==> src/rtl/nbh_pkg.sv <==
// Shared types, constants and table functions of the nearest-neighbor energy block.
// Used by all RTL modules and the testbench; depends on nothing else.
`default_nettype none

package nbh_pkg;

    localparam int BASES_CARRIED = 23;
    localparam int BASE_W = 2;
    localparam int WINDOW_W = 46;
    localparam int SCRUNCH_W = 4;
    localparam int LAST_W = 5;
    localparam int CFG_W = 10;
    localparam int ACC_W = 16;
    localparam int OUT_W = 15;
    localparam int DNA_W = 9;
    localparam int RNA_W = 10;
    localparam int GROUP = 6;

    localparam logic [LAST_W-1:0] LAST_UNSCRUNCHED = 5'd13;
    localparam logic [LAST_W-1:0] LAST_OFFSET = 5'd12;
    localparam logic [LAST_W-1:0] START_UNSCRUNCHED = 5'd3;
    localparam logic [LAST_W-1:0] START_SCRUNCHED = 5'd11;
    localparam logic [ACC_W-1:0] SCRUNCH_STEP = 16'd100;

    localparam logic [CFG_W-1:0] INIT_GC_RESET = 10'd98;
    localparam logic [CFG_W-1:0] INIT_AT_RESET = 10'd103;
    localparam logic [CFG_W-1:0] HYBRID_INIT_RESET = 10'd310;

    localparam logic [BASE_W-1:0] BASE_C = 2'd1;
    localparam logic [BASE_W-1:0] BASE_G = 2'd2;

    localparam logic signed [ACC_W-1:0] SAT_HI = 16'sd16383;
    localparam logic signed [ACC_W-1:0] SAT_LO = -16'sd16384;

    typedef enum logic [1:0] {
        REG_INIT_GC      = 2'd0,
        REG_INIT_AT      = 2'd1,
        REG_HYBRID_INIT  = 2'd2,
        REG_SLIDING_MODE = 2'd3
    } reg_index_t;

    typedef struct packed {
        logic [LAST_W-1:0] last;
        logic              s_zero;
        logic              s_one;
        logic              full_pre;
        logic              slide;
    } lane_ctl_t;

    typedef struct packed {
        logic signed [DNA_W-1:0] bub;
        logic signed [DNA_W-1:0] post;
        logic signed [RNA_W-1:0] hyb;
        logic signed [RNA_W-1:0] tr;
    } lane_terms_t;

    typedef struct packed {
        logic signed [ACC_W-1:0] bub_base;
        logic signed [ACC_W-1:0] post_base;
        logic [CFG_W-1:0]        hinit;
    } side_t;

    localparam logic signed [DNA_W-1:0] DNA_NN [16] = '{
        -9'sd100, -9'sd144, -9'sd128,  -9'sd88,
        -9'sd145, -9'sd184, -9'sd217, -9'sd128,
        -9'sd130, -9'sd224, -9'sd184, -9'sd144,
         -9'sd58, -9'sd130, -9'sd145, -9'sd100
    };

    localparam logic signed [RNA_W-1:0] RNA_NN [16] = '{
        -10'sd100, -10'sd210, -10'sd180,  -10'sd90,
         -10'sd90, -10'sd210, -10'sd170,  -10'sd90,
        -10'sd130, -10'sd270, -10'sd290, -10'sd110,
         -10'sd60, -10'sd150, -10'sd160,  -10'sd20
    };

    function automatic logic [CFG_W-1:0] end_pen(
        input logic [BASE_W-1:0] b,
        input logic [CFG_W-1:0]  gc,
        input logic [CFG_W-1:0]  at
    );
        return (b == BASE_C || b == BASE_G) ? gc : at;
    endfunction

    function automatic logic signed [OUT_W-1:0] sat15(input logic signed [ACC_W-1:0] v);
        logic signed [ACC_W-1:0] c;
        c = v;
        if (v > SAT_HI)
        begin
            c = SAT_HI;
        end
        else if (v < SAT_LO)
        begin
            c = SAT_LO;
        end
        return c[OUT_W-1:0];
    endfunction

endpackage

`default_nettype wire

==> src/rtl/nbh_lane.sv <==
// One lane: looks up the DNA/DNA and RNA/DNA stacking terms of one base pair position
// and masks them by the window geometry. Depends on nbh_pkg.
`default_nettype none

module nbh_lane
    import nbh_pkg::*;
#(
    parameter int LANE_POS = 1
)
(
    input  wire logic        clk,
    input  wire logic        en,
    input  wire logic [3:0]  pair,
    input  wire lane_ctl_t   ctl,
    output lane_terms_t      terms
);

    localparam logic [LAST_W-1:0] POS = LAST_W'(LANE_POS);
    localparam logic [LAST_W-1:0] POS_NEXT = LAST_W'(LANE_POS + 1);

    lane_terms_t terms_reg;
    lane_terms_t terms_next;

    logic [LAST_W-1:0] start;
    logic              in_bub;
    logic              in_post;
    logic              in_hyb;
    logic              in_tr;

    always_comb
    begin
        start   = ctl.s_zero ? START_UNSCRUNCHED : START_SCRUNCHED;
        in_bub  = POS < ctl.last;
        in_post = (in_bub && (ctl.full_pre || LANE_POS >= 2)) || (POS == ctl.last);
        in_hyb  = !ctl.s_one && (POS >= start) && (POS_NEXT < ctl.last);
        in_tr   = in_hyb && (LANE_POS > 3 || !ctl.slide);

        terms_next.bub  = in_bub  ? DNA_NN[pair] : '0;
        terms_next.post = in_post ? DNA_NN[pair] : '0;
        terms_next.hyb  = in_hyb  ? RNA_NN[pair] : '0;
        terms_next.tr   = in_tr   ? RNA_NN[pair] : '0;
    end

    always_ff @(posedge clk)
    begin
        if (en)
        begin
            terms_reg <= terms_next;
        end
    end

    assign terms = terms_reg;

endmodule

`default_nettype wire

==> src/rtl/nbh_merge.sv <==
// Merging stage: a two-level registered adder tree over the lane terms, then the
// final combination and saturation of the three energies. Depends on nbh_pkg.
`default_nettype none

module nbh_merge
    import nbh_pkg::*;
#(
    parameter int NLANE = 21
)
(
    input  wire logic                     clk,
    input  wire logic                     en2,
    input  wire logic                     en3,
    input  wire lane_terms_t              terms [NLANE],
    input  wire side_t                    side,
    output logic signed [OUT_W-1:0]       total,
    output logic signed [OUT_W-1:0]       hybrid,
    output logic signed [OUT_W-1:0]       shifted
);

    localparam int NGRP = (NLANE + GROUP - 1) / GROUP;
    localparam int NPAD = NGRP * GROUP;

    lane_terms_t pad [NPAD];

    logic signed [ACC_W-1:0] bub_grp_reg  [NGRP];
    logic signed [ACC_W-1:0] post_grp_reg [NGRP];
    logic signed [ACC_W-1:0] hyb_grp_reg  [NGRP];
    logic signed [ACC_W-1:0] tr_grp_reg   [NGRP];
    logic signed [ACC_W-1:0] bub_grp_next  [NGRP];
    logic signed [ACC_W-1:0] post_grp_next [NGRP];
    logic signed [ACC_W-1:0] hyb_grp_next  [NGRP];
    logic signed [ACC_W-1:0] tr_grp_next   [NGRP];
    side_t                   side_reg;

    logic signed [OUT_W-1:0] total_reg;
    logic signed [OUT_W-1:0] hybrid_reg;
    logic signed [OUT_W-1:0] shifted_reg;
    logic signed [OUT_W-1:0] total_next;
    logic signed [OUT_W-1:0] hybrid_next;
    logic signed [OUT_W-1:0] shifted_next;

    genvar j;
    generate
        for (j = 0; j < NPAD; j++)
        begin : g_pad
            if (j < NLANE)
            begin : g_used
                assign pad[j] = terms[j];
            end
            else
            begin : g_zero
                assign pad[j] = '0;
            end
        end
    endgenerate

    always_comb
    begin
        for (int g = 0; g < NGRP; g++)
        begin
            bub_grp_next[g]  = '0;
            post_grp_next[g] = '0;
            hyb_grp_next[g]  = '0;
            tr_grp_next[g]   = '0;
            for (int k = 0; k < GROUP; k++)
            begin
                bub_grp_next[g]  = bub_grp_next[g]  + ACC_W'($signed(pad[g*GROUP+k].bub));
                post_grp_next[g] = post_grp_next[g] + ACC_W'($signed(pad[g*GROUP+k].post));
                hyb_grp_next[g]  = hyb_grp_next[g]  + ACC_W'($signed(pad[g*GROUP+k].hyb));
                tr_grp_next[g]   = tr_grp_next[g]   + ACC_W'($signed(pad[g*GROUP+k].tr));
            end
        end
    end

    always_ff @(posedge clk)
    begin
        if (en2)
        begin
            bub_grp_reg  <= bub_grp_next;
            post_grp_reg <= post_grp_next;
            hyb_grp_reg  <= hyb_grp_next;
            tr_grp_reg   <= tr_grp_next;
            side_reg     <= side;
        end
    end

    // The bubble sums enter negated: the bubble energy is the end penalties minus
    // the stacking sum, plus the scrunch offset.
    always_comb
    begin
        logic signed [ACC_W-1:0] hyb_acc;
        logic signed [ACC_W-1:0] tr_acc;
        logic signed [ACC_W-1:0] tot_acc;
        hyb_acc = $signed({{(ACC_W-CFG_W){1'b0}}, side_reg.hinit});
        tr_acc  = hyb_acc + side_reg.post_base;
        for (int g = 0; g < NGRP; g++)
        begin
            hyb_acc = hyb_acc + hyb_grp_reg[g];
            tr_acc  = tr_acc + tr_grp_reg[g] - post_grp_reg[g];
        end
        tot_acc = hyb_acc + side_reg.bub_base;
        for (int g = 0; g < NGRP; g++)
        begin
            tot_acc = tot_acc - bub_grp_reg[g];
        end
        total_next   = sat15(tot_acc);
        hybrid_next  = sat15(hyb_acc);
        shifted_next = sat15(tr_acc);
    end

    always_ff @(posedge clk)
    begin
        if (en3)
        begin
            total_reg   <= total_next;
            hybrid_reg  <= hybrid_next;
            shifted_reg <= shifted_next;
        end
    end

    assign total   = total_reg;
    assign hybrid  = hybrid_reg;
    assign shifted = shifted_reg;

endmodule

`default_nettype wire

==> src/rtl/nbh_top_placeholder_unused.sv <==
// Holds no logic of its own beyond the configuration register file of the block.
// Depends on nbh_pkg; instantiated by nn_bubble_hybrid_energy.
`default_nettype none

module nbh_cfg
    import nbh_pkg::*;
(
    input  wire logic              clk,
    input  wire logic              rst_n,
    input  wire logic              wr_en,
    input  wire logic [1:0]        wr_index,
    input  wire logic [CFG_W-1:0]  wr_data,
    output logic [CFG_W-1:0]       init_gc,
    output logic [CFG_W-1:0]       init_at,
    output logic [CFG_W-1:0]       hybrid_init,
    output logic                   sliding_mode
);

    logic [CFG_W-1:0] init_gc_reg;
    logic [CFG_W-1:0] init_at_reg;
    logic [CFG_W-1:0] hybrid_init_reg;
    logic             sliding_mode_reg;

    always_ff @(posedge clk or negedge rst_n)
    begin
        if (!rst_n)
        begin
            init_gc_reg      <= INIT_GC_RESET;
            init_at_reg      <= INIT_AT_RESET;
            hybrid_init_reg  <= HYBRID_INIT_RESET;
            sliding_mode_reg <= 1'b0;
        end
        else if (wr_en)
        begin
            unique case (reg_index_t'(wr_index))
                REG_INIT_GC:      init_gc_reg      <= wr_data;
                REG_INIT_AT:      init_at_reg      <= wr_data;
                REG_HYBRID_INIT:  hybrid_init_reg  <= wr_data;
                REG_SLIDING_MODE: sliding_mode_reg <= wr_data[0];
                default:          ;
            endcase
        end
    end

    assign init_gc      = init_gc_reg;
    assign init_at      = init_at_reg;
    assign hybrid_init  = hybrid_init_reg;
    assign sliding_mode = sliding_mode_reg;

endmodule

`default_nettype wire

==> src/rtl/nn_bubble_hybrid_energy.sv <==
// Nearest-neighbor free energy of a transcription bubble and its RNA/DNA hybrid.
// Each beat carries a window of up to 23 bases and a scrunch count; one result beat
// follows with the total, hybrid and translocated energies in hundredths of a kcal/mol.
// The block is a three-stage pipeline (lane lookup, group sums, final merge), each
// stage registered, so it takes one window per cycle; only a stalled result slows
// the input. Configuration must be written only while idle; the block itself does
// not enforce it.
`default_nettype none

module nn_bubble_hybrid_energy
    import nbh_pkg::*;
#(
    parameter int MAX_SCRUNCH = 9
)
(
    input  wire logic                     clk,
    input  wire logic                     rst_n,
    input  wire logic                     wr_en,
    input  wire logic [1:0]               wr_index,
    input  wire logic [CFG_W-1:0]         wr_data,
    input  wire logic                     item_valid,
    output logic                          item_stall,
    input  wire logic [WINDOW_W-1:0]      bases_window,
    input  wire logic [SCRUNCH_W-1:0]     scrunch_count,
    output logic                          result_valid,
    input  wire logic                     result_stall,
    output logic signed [OUT_W-1:0]       total_energy,
    output logic signed [OUT_W-1:0]       hybrid_sum,
    output logic signed [OUT_W-1:0]       shifted_energy
);

    localparam int NLANE = 12 + MAX_SCRUNCH;
    localparam int NBASE = NLANE + 2;
    localparam int IDX_W = $clog2(NBASE);

    logic [CFG_W-1:0] init_gc;
    logic [CFG_W-1:0] init_at;
    logic [CFG_W-1:0] hybrid_init;
    logic             sliding_mode;

    logic v1_reg;
    logic v2_reg;
    logic v3_reg;
    logic ready1;
    logic ready2;
    logic ready3;
    logic en1;
    logic en2;
    logic en3;

    logic [BASE_W-1:0]    seq [NBASE];
    logic [SCRUNCH_W-1:0] s_c;
    logic [LAST_W-1:0]    last_pos;
    logic [LAST_W-1:0]    last_next_pos;
    lane_ctl_t            ctl;
    side_t                side_reg;
    side_t                side_next;
    lane_terms_t          terms [NLANE];

    nbh_cfg u_cfg (
        .clk          (clk),
        .rst_n        (rst_n),
        .wr_en        (wr_en),
        .wr_index     (wr_index),
        .wr_data      (wr_data),
        .init_gc      (init_gc),
        .init_at      (init_at),
        .hybrid_init  (hybrid_init),
        .sliding_mode (sliding_mode)
    );

    // Each stage may load when it is empty or the stage after it moves on.
    assign ready3     = !v3_reg || !result_stall;
    assign ready2     = !v2_reg || ready3;
    assign ready1     = !v1_reg || ready2;
    assign item_stall = !ready1;
    assign en1        = ready1 && item_valid;
    assign en2        = ready2 && v1_reg;
    assign en3        = ready3 && v2_reg;

    always_ff @(posedge clk or negedge rst_n)
    begin
        if (!rst_n)
        begin
            v1_reg <= 1'b0;
            v2_reg <= 1'b0;
            v3_reg <= 1'b0;
        end
        else
        begin
            if (ready1)
            begin
                v1_reg <= item_valid;
            end
            if (ready2)
            begin
                v2_reg <= v1_reg;
            end
            if (ready3)
            begin
                v3_reg <= v2_reg;
            end
        end
    end

    // Bases past the ones the field carries read as A.
    genvar k;
    generate
        for (k = 0; k < NBASE; k++)
        begin : g_seq
            if (k < BASES_CARRIED)
            begin : g_carried
                assign seq[k] = bases_window[BASE_W*k +: BASE_W];
            end
            else
            begin : g_beyond
                assign seq[k] = '0;
            end
        end
    endgenerate

    always_comb
    begin
        s_c = (scrunch_count > SCRUNCH_W'(MAX_SCRUNCH)) ? SCRUNCH_W'(MAX_SCRUNCH)
                                                        : scrunch_count;
        ctl.s_zero   = (s_c == '0);
        ctl.s_one    = (s_c == SCRUNCH_W'(1));
        ctl.slide    = sliding_mode;
        ctl.full_pre = !ctl.s_zero || !sliding_mode;
        last_pos     = ctl.s_zero ? LAST_UNSCRUNCHED : (LAST_W'(s_c) + LAST_OFFSET);
        last_next_pos = last_pos + LAST_W'(1);
        ctl.last     = last_pos;

        side_next.hinit = hybrid_init;
        side_next.bub_base =
            $signed(ACC_W'(end_pen(seq[0], init_gc, init_at)))
            + $signed(ACC_W'(end_pen(seq[last_pos[IDX_W-1:0]], init_gc, init_at)))
            + $signed(ACC_W'(s_c) * SCRUNCH_STEP);
        side_next.post_base =
            $signed(ACC_W'(end_pen(ctl.full_pre ? seq[0] : seq[1], init_gc, init_at)))
            + $signed(ACC_W'(end_pen(seq[last_next_pos[IDX_W-1:0]], init_gc, init_at)))
            + (ctl.s_zero ? '0 : $signed(ACC_W'(s_c + SCRUNCH_W'(1)) * SCRUNCH_STEP));
    end

    always_ff @(posedge clk)
    begin
        if (en1)
        begin
            side_reg <= side_next;
        end
    end

    genvar j;
    generate
        for (j = 0; j < NLANE; j++)
        begin : g_lane
            nbh_lane #(
                .LANE_POS (j + 1)
            ) u_lane (
                .clk   (clk),
                .en    (en1),
                .pair  ({seq[j+1], seq[j+2]}),
                .ctl   (ctl),
                .terms (terms[j])
            );
        end
    endgenerate

    nbh_merge #(
        .NLANE (NLANE)
    ) u_merge (
        .clk     (clk),
        .en2     (en2),
        .en3     (en3),
        .terms   (terms),
        .side    (side_reg),
        .total   (total_energy),
        .hybrid  (hybrid_sum),
        .shifted (shifted_energy)
    );

    assign result_valid = v3_reg;

endmodule

`default_nettype wire

==> config.mk <==
export PLATFORM = sky130hd
export DESIGN_NAME = nn_bubble_hybrid_energy
export DESIGN_NICKNAME = d
export VERILOG_FILES = /design/src/rtl/nbh_pkg.sv /design/src/rtl/nbh_lane.sv /design/src/rtl/nbh_merge.sv /design/src/rtl/nbh_top_placeholder_unused.sv /design/src/rtl/nn_bubble_hybrid_energy.sv
export SDC_FILE = /design/constraint.sdc
export NUM_CORES = 2
export LEC_CHECK = 0
export ABC_AREA = 1
export BUFFER_PORTS_ARGS = -buffer_cell sky130_fd_sc_hd__buf_2
export CORE_MARGIN = 1
export CORE_UTILIZATION = 58
export DETAILED_ROUTE_END_ITERATION = 6
export HOLD_SLACK_MARGIN = 0.12
export PLACE_DENSITY = 0.77
export SETUP_SLACK_MARGIN = 0.15
export SYNTH_ARGS = -nofsm -noshare
export SYNTH_HDL_FRONTEND = slang
export SYNTH_SLANG_ARGS = --single-unit
==> constraint.sdc <==
create_clock -name clk -period 27.1 [get_ports clk]
set_input_delay 5.42 -clock clk [delete_from_list [all_inputs] [get_ports clk]]
set_output_delay 5.42 -clock clk [all_outputs]
set_load 0.005 [all_outputs]
==> run summary <==
Num CTS Buffers: 97
Crit path buffers/inverters: 3
Core area: 105000 sq um
Initial core utilization: 58.5%
Top Metal Used: met5
Pin count of the biggest net entering global routing: 195
Post-CTS setup repair buffer count: 0
Max-Cap Viols: 0
DRC: 0
WL/cell: 21.7 um
I/O Buffers: 113
Max FO, Critical Path: 4
CP Cell Sequence: buf_2, nand2_1, nor2_1, inv_1, nor2_1, buf_2
Slowest cell on the critical path: nor2_1
Worst Path Required: 21.68 ns
Adder-cell share of the synthesized area: 27.1%
Die ar.: 108000 sq um
Die Y: 328 um
Num rows: 119
Wl on met1: 65.0 mm
Die X-Extent: 328 um
Min-delay worst type: reg2reg
Clock Sinks: 893
Post-synth EDFFs: 859
Mapped Avg Cell Area: 10.6 sq um
Netlist cell types: 56
DR WL met3: 13.5 mm
Routed Antenna Nets: 0
Share of cells above drive strength 1: 5.75%
Largest delay share family, worst path: simple AND/OR/NAND/NOR gates
Gr usage total: 30.3%
Clock Tree Root: clkbuf_16
Final TNS setup: 0 ns
Drt total wl: 161 mm
Largest cells by area after synthesis: edfxtp_1 (42%), fa_1 (17%), ha_1 (10%), inv_1 (6.9%), nand2_1 (4.3%)
Top Ports: 114
Layout area overhead: 8.50%
Met2 wire length: 76.0 mm
CP arrival: 6.18 ns
Mux cell area share after synthesis: 0.0650%
First-pass GRT wire length: 242 mm
Worst-Skew Late Latency: 0.70 ns
Worst hold margin: 0.418 ns
Top FF cell, synth: edfxtp_1
Peak Freq: 0.0862 GHz
Yosys Warn Count: 0
Post-CTS Resized: 0
# nets final: 7048
Vias in the first global route: 41200
Worst setup SP type: input pin
Worst r2r src: u_merge.hyb_grp_reg[4]
Relative slew slack: 12.5%
Final Max Slew Viols: 0
Mapped Area: 61600 sq um
Worst clock skew: 0.0258 ns
Initial antenna violation count: 10
Synth Area in Compound Gates: 8.56%
Worst Setup End Kind: output port
Initial drt markers: 5073
Clk slew on worst S/H paths: 0.07 ns
Min-delay src: side_reg[12]
Synth Register Bits: 893
Max reg flops: 555
H-tree depth: 3
Vias: 42100
Final setup fails: 0
# hold bufs at CTS: 0
Post-Synthesis Cells: 5797
CP max stage delay: 0.23 ns
Global route total overflow: 0
Post-synth top cells: inv_1 (1128), edfxtp_1 (859), nand2_1 (703), fa_1 (514), ha_1 (514)
Yosys top cell by area: edfxtp_1
Post-Synth XOR/XNOR Area: 3.46%
Slew @ Worst Pin: 1.31 ns
Main combinational cell family by area after synthesis: adder cells
Fin. Hold Viols: 0
HPWL after DPL: 127 mm
Vias/cell: 5.67
CTS tree: built
Final period util: 42.8%
Most common cell in the netlist: inv_1
Clock Tree Buf Depth: 3
Placer Congestion: 0.977
CP Class: in2out
Fraction of the yosys area taken by sequential cells: 43.3%
Top-area cell type share of the netlist area: 41.9%
Setup crit start: result_stall
Unrepaired setup endpoints after global routing: false
Crit path time final: 11.60 ns
Status: finished clean
First-pass detailed-route iteration total: 6
Simple-Gate Fraction of Synth Area: 9.66%
FFs w/ async S/R, synth: 3.81%
[through the flow]
stage	utilization [%]	area, sq um	instances	worst slack (ns)
after floorplan	-	61800	5846	5.51
after global placement	60.6	63800	7245	15.55
after detailed placement	60.6	63800	7245	15.46
after CTS	63.5	66800	7426	15.48
after global routing	63.5	66800	7427	15.46
final	63.5	66800	7427	15.50
[routing by layer]
metal  vias up  track usage (%)
met5         -                0
met4         6             11.6
met3       321             4.23
met2      1891             49.1
met1     20600             41.7
li1      19300                -
[logic make-up (layout without fill, tap and decap cells)]
family	count (synthesis)	count (layout)
other cells	2	52
xor+xnor	241	241
simple gates	1442	1442
mux	4	4
fa+ha+maj	1028	1028
compound gates	913	913
buf+inv	1274	1463
flops	893	893
[cell type report]
type	instances	area, sq um
diodes	1	2.50
flip-flops and latches	893	26700
well taps	1391	1740
multi-input cells	3679	30300
inverters	1155	4340
fillers	8075	38400
repair buffers	127	696
clock inverters	68	567
clock buffers	113	2510
[worst reg2reg max path, delay by kind of cell, from the launching register on]
| kind | cells | cell delay [ns] |
|---|---|---|
| adders and majority gates | 8 | 3.69 |
| AOI/OAI and AO/OA | 3 | 0.66 |
| and+or+nand+nor | 16 | 1.84 |
| xor gates and xnor gates | 1 | 0.39 |
| buffers and inverters | 6 | 0.36 |
| DFF | 1 | 0.45 |
[final timing paths]
| kind | slack (ns) | endpoint | cells past startpoint |
|---|---|---|---|
| worst max register to register | 19.45 | u_merge.total[5] | 34 |
| worst min-delay path | 0.42 | u_merge.side_reg[12] | 0 |
| worst min register to register | 0.42 | u_merge.side_reg[12] | 0 |
| worst max-delay path | 15.50 | item_stall | 6 |
| min in group asynchronous | 4.80 | u_cfg.sliding_mode | 1 |
| max in group asynchronous | 21.82 | u_cfg.hybrid_init[6] | 1 |
[placed cells by master, fill, tap and decap left out, drive strengths merged, types with 15 or more instances in the layout]
cell | netlist | routed
nor3 | 37 | 37
o211ai | 46 | 46
clkinv | 22 | 65
xor2 | 162 | 162
nor2 | 420 | 420
nand2 | 717 | 717
fa | 514 | 514
clkbuf | 99 | 113
o21bai | 33 | 33
a21oi | 330 | 330
xnor2 | 79 | 79
a221oi | 26 | 26
nand3 | 217 | 217
o21ai | 299 | 299
a211oi | 37 | 37
edfxtp | 859 | 859
a31oi | 55 | 55
conb | 2 | 51
or2 | 22 | 22
ha | 514 | 514
a21o | 15 | 15
dfrtp | 21 | 21
buf | 20 | 127
inv | 1133 | 1141
Power is left out: the tool's default activity adds up to more than one toggle a clock period on the data nets, which glitch-free logic cannot reach.
